File: src/rtl/kfn_pkg.sv
// ----------------------------------------------------------------------------
// kfn_pkg
// Shared types, register indexes, sequencer states and channel group
// constants for the multichannel Kalman normalizer.
// ----------------------------------------------------------------------------
package kfn_pkg;

  localparam int CH_W      = 3;
  localparam int DATA_W    = 32;
  localparam int CFG_IDX_W = 4;
  localparam int NUM_CH    = 8;

  typedef logic        [CH_W-1:0]      chan_t;
  typedef logic signed [DATA_W-1:0]    fix_t;
  typedef logic        [DATA_W-1:0]    word_t;
  typedef logic        [CFG_IDX_W-1:0] cfg_idx_t;

  // register indexes on the configuration port
  localparam cfg_idx_t REG_PROCESS_NOISE     = cfg_idx_t'(0);
  localparam cfg_idx_t REG_MEASUREMENT_NOISE = cfg_idx_t'(1);

  // sequencer states
  typedef enum logic [2:0] {
    S_IDLE,
    S_PREP,
    S_DIV,
    S_MUL_EST,
    S_MUL_ERR,
    S_NORM,
    S_DONE
  } state_t;

  // status of a serial arithmetic unit
  typedef struct packed {
    logic busy;
    logic done;
  } unit_stat_t;

  // channel groups
  typedef enum logic [1:0] {
    GRP_TEMP,
    GRP_ACCEL,
    GRP_GYRO,
    GRP_LIGHT
  } group_t;

  localparam chan_t CH_TEMP       = chan_t'(0);
  localparam chan_t CH_ACCEL_LAST = chan_t'(3);
  localparam chan_t CH_GYRO_LAST  = chan_t'(6);

  // normalization: (v + offset) * 1000 / divisor, reduced to a small
  // multiplier and a power-of-two shift
  localparam int NORM_K_W          = 10;
  localparam int NORM_K_TEMP       = 1000;
  localparam int NORM_K_ACCEL      = 125;
  localparam int NORM_K_GYRO       = 2;
  localparam int NORM_K_LIGHT      = 125;
  localparam int LIGHT_EXTRA_SHIFT = 7;
  localparam int ACCEL_OFFSET      = 4;
  localparam int GYRO_OFFSET       = 250;

  function automatic group_t group_of(input chan_t c);
    group_t g;
    priority if (c == CH_TEMP) begin
      g = GRP_TEMP;
    end else if (c <= CH_ACCEL_LAST) begin
      g = GRP_ACCEL;
    end else if (c <= CH_GYRO_LAST) begin
      g = GRP_GYRO;
    end else begin
      g = GRP_LIGHT;
    end
    return g;
  endfunction

endpackage

File: src/rtl/kfn_if.sv
// ----------------------------------------------------------------------------
// kfn channel interfaces
// Valid/ready channels for samples, results and register writes.
// ----------------------------------------------------------------------------

// sample request channel
interface kfn_req_if;
  logic            valid;
  logic            ready;
  kfn_pkg::chan_t  channel;
  kfn_pkg::fix_t   sample;

  modport source(output valid, output channel, output sample, input ready);
  modport sink(input valid, input channel, input sample, output ready);
endinterface

// result channel
interface kfn_res_if;
  logic            valid;
  logic            ready;
  kfn_pkg::chan_t  channel_out;
  kfn_pkg::fix_t   filtered;
  kfn_pkg::fix_t   normalized;

  modport source(output valid, output channel_out, output filtered,
                 output normalized, input ready);
  modport sink(input valid, input channel_out, input filtered,
               input normalized, output ready);
endinterface

// register write channel
interface kfn_cfg_if;
  logic              valid;
  logic              ready;
  kfn_pkg::cfg_idx_t index;
  kfn_pkg::word_t    data;

  modport source(output valid, output index, output data, input ready);
  modport sink(input valid, input index, input data, output ready);
endinterface

File: src/rtl/multichannel_kalman_normalizer_unit.sv
// ----------------------------------------------------------------------------
// multichannel_kalman_normalizer_unit
// Eight-channel scalar Kalman filter with per-group normalization. Each
// sample request updates its channel's estimate and error covariance and
// returns the new estimate plus the estimate offset and scaled for the
// channel group. One request is in work at a time; it passes through the
// bit-serial gain divider and then the shared shift-add multiplier, which
// makes three passes (estimate update, error update, normalization). The
// finished result sits in an output register, so the next request is taken
// while it waits. Register writes are taken in any cycle outside reset.
// ----------------------------------------------------------------------------
module multichannel_kalman_normalizer_unit #(
  parameter int FRACTION_BITS = 16
) (
  input logic       clk,
  input logic       rst,
  kfn_req_if.sink   req_in,
  kfn_res_if.source res_out,
  kfn_cfg_if.sink   cfg
);
  import kfn_pkg::*;

  localparam int F  = FRACTION_BITS;
  localparam int GW = F + 1;          // gain, 0 .. 2^F
  localparam int MW = F + 2;          // multiplier operand, holds gain and 1000
  localparam int AW = DATA_W + 2;     // signed multiplicand
  localparam int PW = AW + MW;        // product
  localparam int NW = DATA_W + 1;     // divider operands

  localparam word_t          ONE_W     = word_t'(64'd1 << F);
  localparam word_t          MN_RESET  = word_t'(((64'd1 << F) + 64'd5) / 64'd10);
  localparam logic [GW-1:0]  ONE_G     = GW'(64'd1 << F);
  localparam logic signed [PW-1:0] FIX_MAX = {{(PW-31){1'b0}}, {31{1'b1}}};
  localparam logic signed [PW-1:0] FIX_MIN = {{(PW-31){1'b1}}, {31{1'b0}}};

  // shift right by sh with truncation toward zero
  function automatic logic signed [PW-1:0] shr_trunc(input logic signed [PW-1:0] v,
                                                     input int sh);
    logic signed [PW-1:0] bias;
    bias = v[PW-1] ? ((PW'(1) <<< sh) - PW'(1)) : '0;
    return (v + bias) >>> sh;
  endfunction

  // saturate to signed 32 bits
  function automatic fix_t clamp32(input logic signed [PW-1:0] v);
    fix_t r;
    if (v > FIX_MAX) begin
      r = fix_t'(FIX_MAX);
    end else if (v < FIX_MIN) begin
      r = fix_t'(FIX_MIN);
    end else begin
      r = fix_t'(v);
    end
    return r;
  endfunction

  // registers
  word_t  pn;
  word_t  mn;
  fix_t   est_mem [NUM_CH];
  word_t  err_mem [NUM_CH];
  state_t state, state_next;
  chan_t  ch;
  fix_t   sample;
  fix_t   est;
  word_t  e;
  logic [NW-1:0]        den;
  logic signed [NW-1:0] diff;
  logic [GW-1:0]        gain;
  fix_t   est_new;
  word_t  err_new;
  fix_t   norm;
  logic   res_valid;
  chan_t  res_channel;
  fix_t   res_filtered;
  fix_t   res_normalized;

  // combinational
  fix_t                 est_cur;
  word_t                err_cur;
  logic [DATA_W:0]      e_sum;
  word_t                e_sat;
  logic [NW-1:0]        den_cur;
  logic signed [NW-1:0] diff_cur;
  logic [GW-1:0]        gain_cur;
  logic signed [PW-1:0] est_sum;
  logic signed [AW-1:0] norm_x;
  logic signed [AW-1:0] norm_off;
  logic [MW-1:0]        norm_k;
  logic signed [PW-1:0] norm_q;
  group_t               grp;
  logic                 accept;
  logic                 res_load;

  logic                 div_start;
  unit_stat_t           div_stat;
  logic [GW-1:0]        div_q;
  logic                 mul_start;
  logic signed [AW-1:0] mul_a;
  logic [MW-1:0]        mul_b;
  unit_stat_t           mul_stat;
  logic signed [PW-1:0] mul_p;

  // no handshake completes while in reset
  assign accept       = req_in.valid && req_in.ready;
  assign req_in.ready = (state == S_IDLE) && !rst;
  assign cfg.ready    = !rst;

  // gain divider
  kfn_serial_div #(
    .NW (NW),
    .QW (GW)
  ) u_div (
    .clk   (clk),
    .rst   (rst),
    .start (div_start),
    .num   (NW'(e_sat)),
    .den   (den_cur),
    .stat  (div_stat),
    .q     (div_q)
  );

  // shared multiplier
  kfn_serial_mul #(
    .AW (AW),
    .BW (MW)
  ) u_mul (
    .clk   (clk),
    .rst   (rst),
    .start (mul_start),
    .a     (mul_a),
    .b     (mul_b),
    .stat  (mul_stat),
    .p     (mul_p)
  );

  // step arithmetic
  always_comb begin
    est_cur  = est_mem[ch];
    err_cur  = err_mem[ch];
    e_sum    = {1'b0, err_cur} + {1'b0, pn};
    e_sat    = e_sum[DATA_W] ? '1 : e_sum[DATA_W-1:0];
    den_cur  = {1'b0, e_sat} + {1'b0, mn};
    diff_cur = {sample[DATA_W-1], sample} - {est_cur[DATA_W-1], est_cur};
    gain_cur = (den == '0) ? '0 : div_q;
    est_sum  = PW'(est) + shr_trunc(mul_p, F);
    grp      = group_of(ch);
    unique case (grp)
      GRP_TEMP: begin
        norm_off = '0;
        norm_k   = MW'(NORM_K_TEMP);
        norm_q   = shr_trunc(mul_p, F);
      end
      GRP_ACCEL: begin
        norm_off = AW'(ACCEL_OFFSET) <<< F;
        norm_k   = MW'(NORM_K_ACCEL);
        norm_q   = shr_trunc(mul_p, F);
      end
      GRP_GYRO: begin
        norm_off = AW'(GYRO_OFFSET) <<< F;
        norm_k   = MW'(NORM_K_GYRO);
        norm_q   = shr_trunc(mul_p, F);
      end
      GRP_LIGHT: begin
        norm_off = '0;
        norm_k   = MW'(NORM_K_LIGHT);
        norm_q   = shr_trunc(mul_p, F + LIGHT_EXTRA_SHIFT);
      end
      default: begin
        norm_off = '0;
        norm_k   = '0;
        norm_q   = '0;
      end
    endcase
    norm_x = AW'(est_new) + norm_off;
  end

  // sequencer next state and unit starts
  always_comb begin
    state_next = state;
    div_start  = 1'b0;
    mul_start  = 1'b0;
    mul_a      = '0;
    mul_b      = '0;
    res_load   = 1'b0;
    unique case (state)
      S_IDLE: begin
        if (accept) begin
          state_next = S_PREP;
        end
      end
      S_PREP: begin
        div_start  = 1'b1;
        state_next = S_DIV;
      end
      S_DIV: begin
        if (div_stat.done) begin
          mul_start  = 1'b1;
          mul_a      = AW'(diff);
          mul_b      = MW'(gain_cur);
          state_next = S_MUL_EST;
        end
      end
      S_MUL_EST: begin
        if (mul_stat.done) begin
          mul_start  = 1'b1;
          mul_a      = AW'({1'b0, e});
          mul_b      = MW'(ONE_G - gain);
          state_next = S_MUL_ERR;
        end
      end
      S_MUL_ERR: begin
        if (mul_stat.done) begin
          mul_start  = 1'b1;
          mul_a      = norm_x;
          mul_b      = norm_k;
          state_next = S_NORM;
        end
      end
      S_NORM: begin
        if (mul_stat.done) begin
          state_next = S_DONE;
        end
      end
      S_DONE: begin
        if (!res_valid || res_out.ready) begin
          res_load   = 1'b1;
          state_next = S_IDLE;
        end
      end
      default: begin
        state_next = S_IDLE;
      end
    endcase
  end

  // state register
  always_ff @(posedge clk) begin
    if (rst) begin
      state <= S_IDLE;
    end else begin
      state <= state_next;
    end
  end

  // configuration registers
  always_ff @(posedge clk) begin
    if (rst) begin
      pn <= ONE_W;
      mn <= MN_RESET;
    end else if (cfg.valid && cfg.ready) begin
      unique case (cfg.index)
        REG_PROCESS_NOISE:     pn <= cfg.data;
        REG_MEASUREMENT_NOISE: mn <= cfg.data;
        default: ;
      endcase
    end
  end

  // per-channel filter state
  always_ff @(posedge clk) begin
    if (rst) begin
      for (int i = 0; i < NUM_CH; i++) begin
        est_mem[i] <= '0;
        err_mem[i] <= ONE_W;
      end
    end else if (res_load) begin
      est_mem[ch] <= est_new;
      err_mem[ch] <= err_new;
    end
  end

  // working registers
  always_ff @(posedge clk) begin
    if (accept) begin
      ch     <= req_in.channel;
      sample <= req_in.sample;
    end
    if (state == S_PREP) begin
      est  <= est_cur;
      e    <= e_sat;
      den  <= den_cur;
      diff <= diff_cur;
    end
    if (state == S_DIV && div_stat.done) begin
      gain <= gain_cur;
    end
    if (state == S_MUL_EST && mul_stat.done) begin
      est_new <= clamp32(est_sum);
    end
    if (state == S_MUL_ERR && mul_stat.done) begin
      err_new <= mul_p[F +: DATA_W];
    end
    if (state == S_NORM && mul_stat.done) begin
      norm <= clamp32(norm_q);
    end
  end

  // result register
  always_ff @(posedge clk) begin
    if (rst) begin
      res_valid <= 1'b0;
    end else if (res_load) begin
      res_valid <= 1'b1;
    end else if (res_out.ready) begin
      res_valid <= 1'b0;
    end
  end

  always_ff @(posedge clk) begin
    if (res_load) begin
      res_channel    <= ch;
      res_filtered   <= est_new;
      res_normalized <= norm;
    end
  end

  assign res_out.valid       = res_valid;
  assign res_out.channel_out = res_channel;
  assign res_out.filtered    = res_filtered;
  assign res_out.normalized  = res_normalized;

`ifndef ASSERT_OFF
  // gain never exceeds 1.0
  a_gain_le_one: assert property (@(posedge clk) disable iff (rst)
    (state == S_DIV && div_stat.done) |-> (gain_cur <= ONE_G))
    else $error("gain above one");

  // updated error never exceeds the predicted error
  a_err_shrinks: assert property (@(posedge clk) disable iff (rst)
    (state == S_MUL_ERR && mul_stat.done) |-> (mul_p[F +: DATA_W] <= e))
    else $error("error covariance grew in update");

  // an accepted request starts the step sequence
  a_accept_prep: assert property (@(posedge clk) disable iff (rst)
    accept |=> (state == S_PREP))
    else $error("accepted request did not start");

  // a new result appears only when a step finishes
  a_result_from_done: assert property (@(posedge clk) disable iff (rst)
    $rose(res_out.valid) |-> ($past(state) == S_DONE))
    else $error("result without finished step");
`endif

endmodule

File: src/rtl/kfn_serial_div.sv
// ----------------------------------------------------------------------------
// kfn_serial_div
// Restoring divider, one quotient bit per cycle. Gives floor(num * 2^(QW-1)
// / den) for num <= den, most significant quotient bit first.
// ----------------------------------------------------------------------------
module kfn_serial_div #(
  parameter int NW = 33,
  parameter int QW = 17
) (
  input  logic                clk,
  input  logic                rst,
  input  logic                start,
  input  logic [NW-1:0]       num,
  input  logic [NW-1:0]       den,
  output kfn_pkg::unit_stat_t stat,
  output logic [QW-1:0]       q
);
  import kfn_pkg::*;

  localparam int CW = $clog2(QW + 1);

  logic [NW:0]   rem;
  logic [NW-1:0] dvs;
  logic [CW-1:0] cnt;
  logic          first;
  logic          busy;
  logic          done;
  logic [NW:0]   trial;
  logic          ge;

  // first step compares the remainder as is, later steps shift it
  always_comb begin
    trial = first ? rem : {rem[NW-1:0], 1'b0};
    ge    = (trial >= {1'b0, dvs});
  end

  // control
  always_ff @(posedge clk) begin
    if (rst) begin
      busy <= 1'b0;
      done <= 1'b0;
      cnt  <= '0;
    end else begin
      done <= 1'b0;
      if (start) begin
        busy <= 1'b1;
        cnt  <= CW'(QW);
      end else if (busy) begin
        cnt <= cnt - CW'(1);
        if (cnt == CW'(1)) begin
          busy <= 1'b0;
          done <= 1'b1;
        end
      end
    end
  end

  // remainder and quotient shift register
  always_ff @(posedge clk) begin
    if (start) begin
      rem   <= {1'b0, num};
      dvs   <= den;
      q     <= '0;
      first <= 1'b1;
    end else if (busy) begin
      rem   <= ge ? (trial - {1'b0, dvs}) : trial;
      q     <= {q[QW-2:0], ge};
      first <= 1'b0;
    end
  end

  assign stat.busy = busy;
  assign stat.done = done;

endmodule

File: src/rtl/kfn_serial_mul.sv
// ----------------------------------------------------------------------------
// kfn_serial_mul
// Shift-add multiplier, signed multiplicand times unsigned multiplier,
// one multiplier bit per cycle, least significant bit first.
// ----------------------------------------------------------------------------
module kfn_serial_mul #(
  parameter int AW = 34,
  parameter int BW = 18
) (
  input  logic                     clk,
  input  logic                     rst,
  input  logic                     start,
  input  logic signed [AW-1:0]     a,
  input  logic        [BW-1:0]     b,
  output kfn_pkg::unit_stat_t      stat,
  output logic signed [AW+BW-1:0]  p
);
  import kfn_pkg::*;

  localparam int PW = AW + BW;
  localparam int CW = $clog2(BW + 1);

  logic signed [PW-1:0] acc;
  logic signed [PW-1:0] mcand;
  logic        [BW-1:0] mplier;
  logic        [CW-1:0] cnt;
  logic                 busy;
  logic                 done;

  // control
  always_ff @(posedge clk) begin
    if (rst) begin
      busy <= 1'b0;
      done <= 1'b0;
      cnt  <= '0;
    end else begin
      done <= 1'b0;
      if (start) begin
        busy <= 1'b1;
        cnt  <= CW'(BW);
      end else if (busy) begin
        cnt <= cnt - CW'(1);
        if (cnt == CW'(1)) begin
          busy <= 1'b0;
          done <= 1'b1;
        end
      end
    end
  end

  // accumulate shifted multiplicand for each set multiplier bit
  always_ff @(posedge clk) begin
    if (start) begin
      acc    <= '0;
      mcand  <= PW'(a);
      mplier <= b;
    end else if (busy) begin
      if (mplier[0]) begin
        acc <= acc + mcand;
      end
      mcand  <= mcand <<< 1;
      mplier <= mplier >> 1;
    end
  end

  assign p         = acc;
  assign stat.busy = busy;
  assign stat.done = done;

endmodule

File: src/flat_wrapper.sv
// flat-port wrapper written by rule: the top's interface ports become plain ports
module multichannel_kalman_normalizer_unit_flat import kfn_pkg::*;
#(
  parameter int FRACTION_BITS = 16
)
  (clk, rst, req_in_valid, req_in_channel, req_in_sample, req_in_ready, res_out_valid, res_out_channel_out, res_out_filtered, res_out_normalized, res_out_ready, cfg_valid, cfg_index, cfg_data, cfg_ready);
  kfn_req_if req_in_i ();
  kfn_res_if res_out_i ();
  kfn_cfg_if cfg_i ();
  input logic clk;
  input logic rst;
  input wire logic [$bits(req_in_i.valid)-1:0] req_in_valid;
  input wire logic [$bits(req_in_i.channel)-1:0] req_in_channel;
  input wire logic [$bits(req_in_i.sample)-1:0] req_in_sample;
  output wire logic [$bits(req_in_i.ready)-1:0] req_in_ready;
  output wire logic [$bits(res_out_i.valid)-1:0] res_out_valid;
  output wire logic [$bits(res_out_i.channel_out)-1:0] res_out_channel_out;
  output wire logic [$bits(res_out_i.filtered)-1:0] res_out_filtered;
  output wire logic [$bits(res_out_i.normalized)-1:0] res_out_normalized;
  input wire logic [$bits(res_out_i.ready)-1:0] res_out_ready;
  input wire logic [$bits(cfg_i.valid)-1:0] cfg_valid;
  input wire logic [$bits(cfg_i.index)-1:0] cfg_index;
  input wire logic [$bits(cfg_i.data)-1:0] cfg_data;
  output wire logic [$bits(cfg_i.ready)-1:0] cfg_ready;
  assign req_in_i.valid = req_in_valid;
  assign req_in_i.channel = req_in_channel;
  assign req_in_i.sample = req_in_sample;
  assign req_in_ready = req_in_i.ready;
  assign res_out_valid = res_out_i.valid;
  assign res_out_channel_out = res_out_i.channel_out;
  assign res_out_filtered = res_out_i.filtered;
  assign res_out_normalized = res_out_i.normalized;
  assign res_out_i.ready = res_out_ready;
  assign cfg_i.valid = cfg_valid;
  assign cfg_i.index = cfg_index;
  assign cfg_i.data = cfg_data;
  assign cfg_ready = cfg_i.ready;
  multichannel_kalman_normalizer_unit #(.FRACTION_BITS(FRACTION_BITS)) u_core (.clk(clk), .rst(rst), .req_in(req_in_i), .res_out(res_out_i), .cfg(cfg_i));
endmodule
File: config.mk
export PLATFORM = sky130hd
export DESIGN_NAME = multichannel_kalman_normalizer_unit_flat
export DESIGN_NICKNAME = d
export VERILOG_FILES = /design/src/rtl/kfn_pkg.sv /design/src/rtl/kfn_if.sv /design/src/rtl/multichannel_kalman_normalizer_unit.sv /design/src/rtl/kfn_serial_div.sv /design/src/rtl/kfn_serial_mul.sv /design/src/flat_wrapper.sv
export SDC_FILE = /design/constraint.sdc
export NUM_CORES = 2
export LEC_CHECK = 0
export BUFFER_PORTS_ARGS = -buffer_cell sky130_fd_sc_hd__buf_2
export CORE_MARGIN = 1
export CORE_UTILIZATION = 45
export DETAILED_ROUTE_END_ITERATION = 10
export SLEW_MARGIN = 20
export SYNTH_ARGS = -nofsm -noshare
export SYNTH_HDL_FRONTEND = slang
export SYNTH_SLANG_ARGS = --single-unit
File: constraint.sdc
create_clock -name clk -period 16.5 [get_ports clk]
set_input_delay 3.3 -clock clk [delete_from_list [all_inputs] [get_ports clk]]
set_output_delay 3.3 -clock clk [all_outputs]
set_load 0.01 [all_outputs]
==> flow_metrics.tcl <==
set metrics [dict create \
    wl_per_cell_um 24.4 \
    ant_nets 0 \
    grt_overflow 0 \
    final_nets 5297 \
    routed_wl_um 164000 \
    syn_avg_cell_area_um2 11.9 \
    hold_ws_ns 0.419 \
    setup-tns-final_ns 0 \
    min_to "u_core.res_out.normalized[3]" \
    hold_violations 0 \
    cts_tree "done" \
    cts_resized 0 \
    regToRegEndpoint "u_core.den[31]" \
    insertion_delay_ns 0.79 \
    clkTransAtPathRegs_ns 0.06 \
    start_util 0.454 \
    grt_pass1_wl_um 244000 \
    die-area_um2 130000 \
    arrival_ns 9.44 \
    clock_path_buffers 3 \
    fin_skew_ns 0.0797 \
    ctsHoldBuffers 0 \
    rsz0062_at_grt "no" \
    grt_max_degree 94 \
    synth_edf_count 959 \
    cpPeakStageDelay_ns 0.91 \
    yosys-top-cells-area "edfxtp_1 50%, and2_1 5.6%, ha_1 5.4%, dfxtp_1 5.4%, mux4_2 5.0%" \
    yosys_most_used_dff "edfxtp_1" \
    reg2reg_depth 28 \
    coreArea_um2 128000 \
    grt.total_usage 0.249 \
    hp-class "flop to flop" \
    synth_top_cell_by_area "edfxtp_1" \
    yosysUniqueCellTypes 94 \
    critPathKind "flop to flop" \
    h-tree-depth 3 \
    vias 38979 \
    cts_buffers 120 \
    ff2ff_setup_slack_ns 7.58 \
    final_layout_size_suffix_gt1_frac 0.132 \
    drt_iter0_markers 3564 \
    slew_violations 0 \
    fin_crit_sh 0.541 \
    gp_congestion 0.933 \
    syn_area_um2 57900 \
    vias_per_cell 5.79 \
    crit_slowest_cell "dfxtp_4" \
    area_growth_pct 11.6 \
    route.detailed.drc 0 \
    syn_inst 4863 \
    power.density_nw_per_um2 144 \
    period_minus_slack_ns 8.92 \
    root_buffer "clkbuf_16" \
    place_ws_ns 7.45 \
    cts_sinks 1116 \
    leakage_nw 25.2 \
    ys_seq_area_frac 0.551 \
    status "finished, final reports clean" \
    slew_headroom 0.248 \
    cp-end-kind "flop" \
    cp_max_fo 43 \
    p_total_w 0.00928 \
    die_w_um 361 \
    post_cts_buffers 0 \
    ios 146 \
    num_rows 131 \
    crit_required_ns 17.02 \
    netlist.area_leader.share 0.497 \
    yosys-top-cells-count "959 x edfxtp_1, 519 x and2_1, 458 x nand2_1" \
    hold_depth 0 \
    grt_pass1_vias 38486 \
    ir_drop_mv 0.0947 \
    maxCapViolCount 0 \
    ys_ff_latch 1116 \
    fin_ws_ns 7.58 \
    antenna_found_initial 7 \
    yosysMostFrequentCell "edfxtp_1" \
    tightest_slew_ns 1.12 \
    hold_start "u_core.norm[3]" \
    critPathLaunchType "flop" \
    hpwlAfterDp_um 111000 \
    async_flop_share 0 \
    max_freq_ghz 0.112 \
    setup_violations 0 \
    yosys_warnings 0 \
    die_h_um 361 \
    syn_nets 5198 \
    io_buffers 145 \
    first_pass_iters 6 \
]
==> stage by stage <==
stage | instance area, µm² | utilization | cells
5_1_grt | 64700 | 0.506 | 6729
3_5_place_dp | 60500 | 0.474 | 6501
6_report | 64700 | 0.507 | 6731
2_1_floorplan | 57900 | - | 4863
3_3_place_gp | 60500 | 0.474 | 6501
4_1_cts | 64600 | 0.506 | 6728
==> worst max-delay path: cells and delay by family, from the launching register on <==
kind | cells | cell delay [ns]
AO/OA/AOI/OAI | 15 | 4.18
XOR/XNOR | 1 | 0.07
adder cells (fa/ha/maj) | 3 | 0.71
buffers and inverters | 3 | 1.26
flip-flops | 1 | 0.91
multiplexers | 2 | 0.90
AND/OR/NAND/NOR | 4 | 0.60
==> layout by cell type, fill, tap and decap left out, drive strengths merged, types with 52 or more instances in the layout <==
cell type    n
dfxtp      157
a21oi      246
mux2i       62
mux4       128
nor2b       52
and2       520
clkbuf     154
nor3        60
ha         252
buf        215
inv        141
nand3       97
nor2       204
a31oi       53
xnor2      154
o21ai      254
nand2      459
a21o       150
xor2       114
edfxtp     959
mux2        66
==> area by class of cell <==
cell class / count / area (µm²)
diodes: 2 / 5.00
flip-flops and latches: 1116 / 32000
clock buffers: 154 / 3220
repair buffers: 215 / 1260
multi-input cells: 3371 / 24700
clock inverters: 73 / 953
inverters: 138 / 524
well taps: 1662 / 2080
fillers: 11108 / 63000
==> report_power, final <==
| part | switching (W) | internal (W) | total [W] |
|---|---|---|---|
| clock | 0.00120 | 0.00165 | 0.00285 |
| combinational | 0.00163 | 0.00113 | 0.00276 |
| sequential | 0.000218 | 0.00346 | 0.00367 |
| total | 0.00305 | 0.00624 | 0.00928 |
==> logic make-up (layout without fill, tap and decap cells) <==
family,Yosys count,count (layout),share of synthesized area
other cells,0,2,0
compound gates,985,985,0.110
simple gates,1603,1603,0.142
fa+ha+maj,259,259,0.0569
buf+inv,376,580,0.0249
mux,256,256,0.0733
xor+xnor,268,268,0.0405
flops,1116,1116,0.551
==> worst max path at each step <==
stage | depth (start not counted) | endpoint
floorplan | 5 | u_core.err_mem[7][0]
global placement | 28 | u_core.den[31]
detailed placement | 28 | u_core.den[31]
CTS | 28 | u_core.den[31]
global route | 28 | u_core.den[31]
finish | 28 | u_core.den[31]
==> flip-flops by register name, indices dropped and copies added (netlist names), 17 cells and up, named ones only <==
| register | flops |
|---|---|
| u_core.err_mem | 256 |
| u_core.est_mem | 256 |
| u_core.u_mul.mcand | 52 |
| u_core.u_mul.p | 52 |
| u_core.u_div.rem | 34 |
| u_core.den | 33 |
| u_core.diff | 33 |
| u_core.e | 32 |
| u_core.err_new | 32 |
| u_core.est | 32 |
| u_core.est_new | 32 |
| u_core.mn | 32 |
| u_core.norm | 32 |
| u_core.pn | 32 |
| u_core.res_out.filtered | 32 |
| u_core.res_out.normalized | 32 |
| u_core.sample | 32 |
| u_core.u_mul.mplier | 18 |
| u_core.gain | 17 |
| u_core.u_div.q | 17 |
==> routing by layer <==
metal | up-vias | track usage | wire (µm)
li1 | 18195 | - | -
met4 | 2 | 0.0861 | 5270
met3 | 220 | 0.0297 | 8900
met1 | 19478 | 0.331 | 70700
met5 | - | 0 | 14
met2 | 1084 | 0.422 | 79100
No activity file was read; power rests on OpenSTA's default activity.
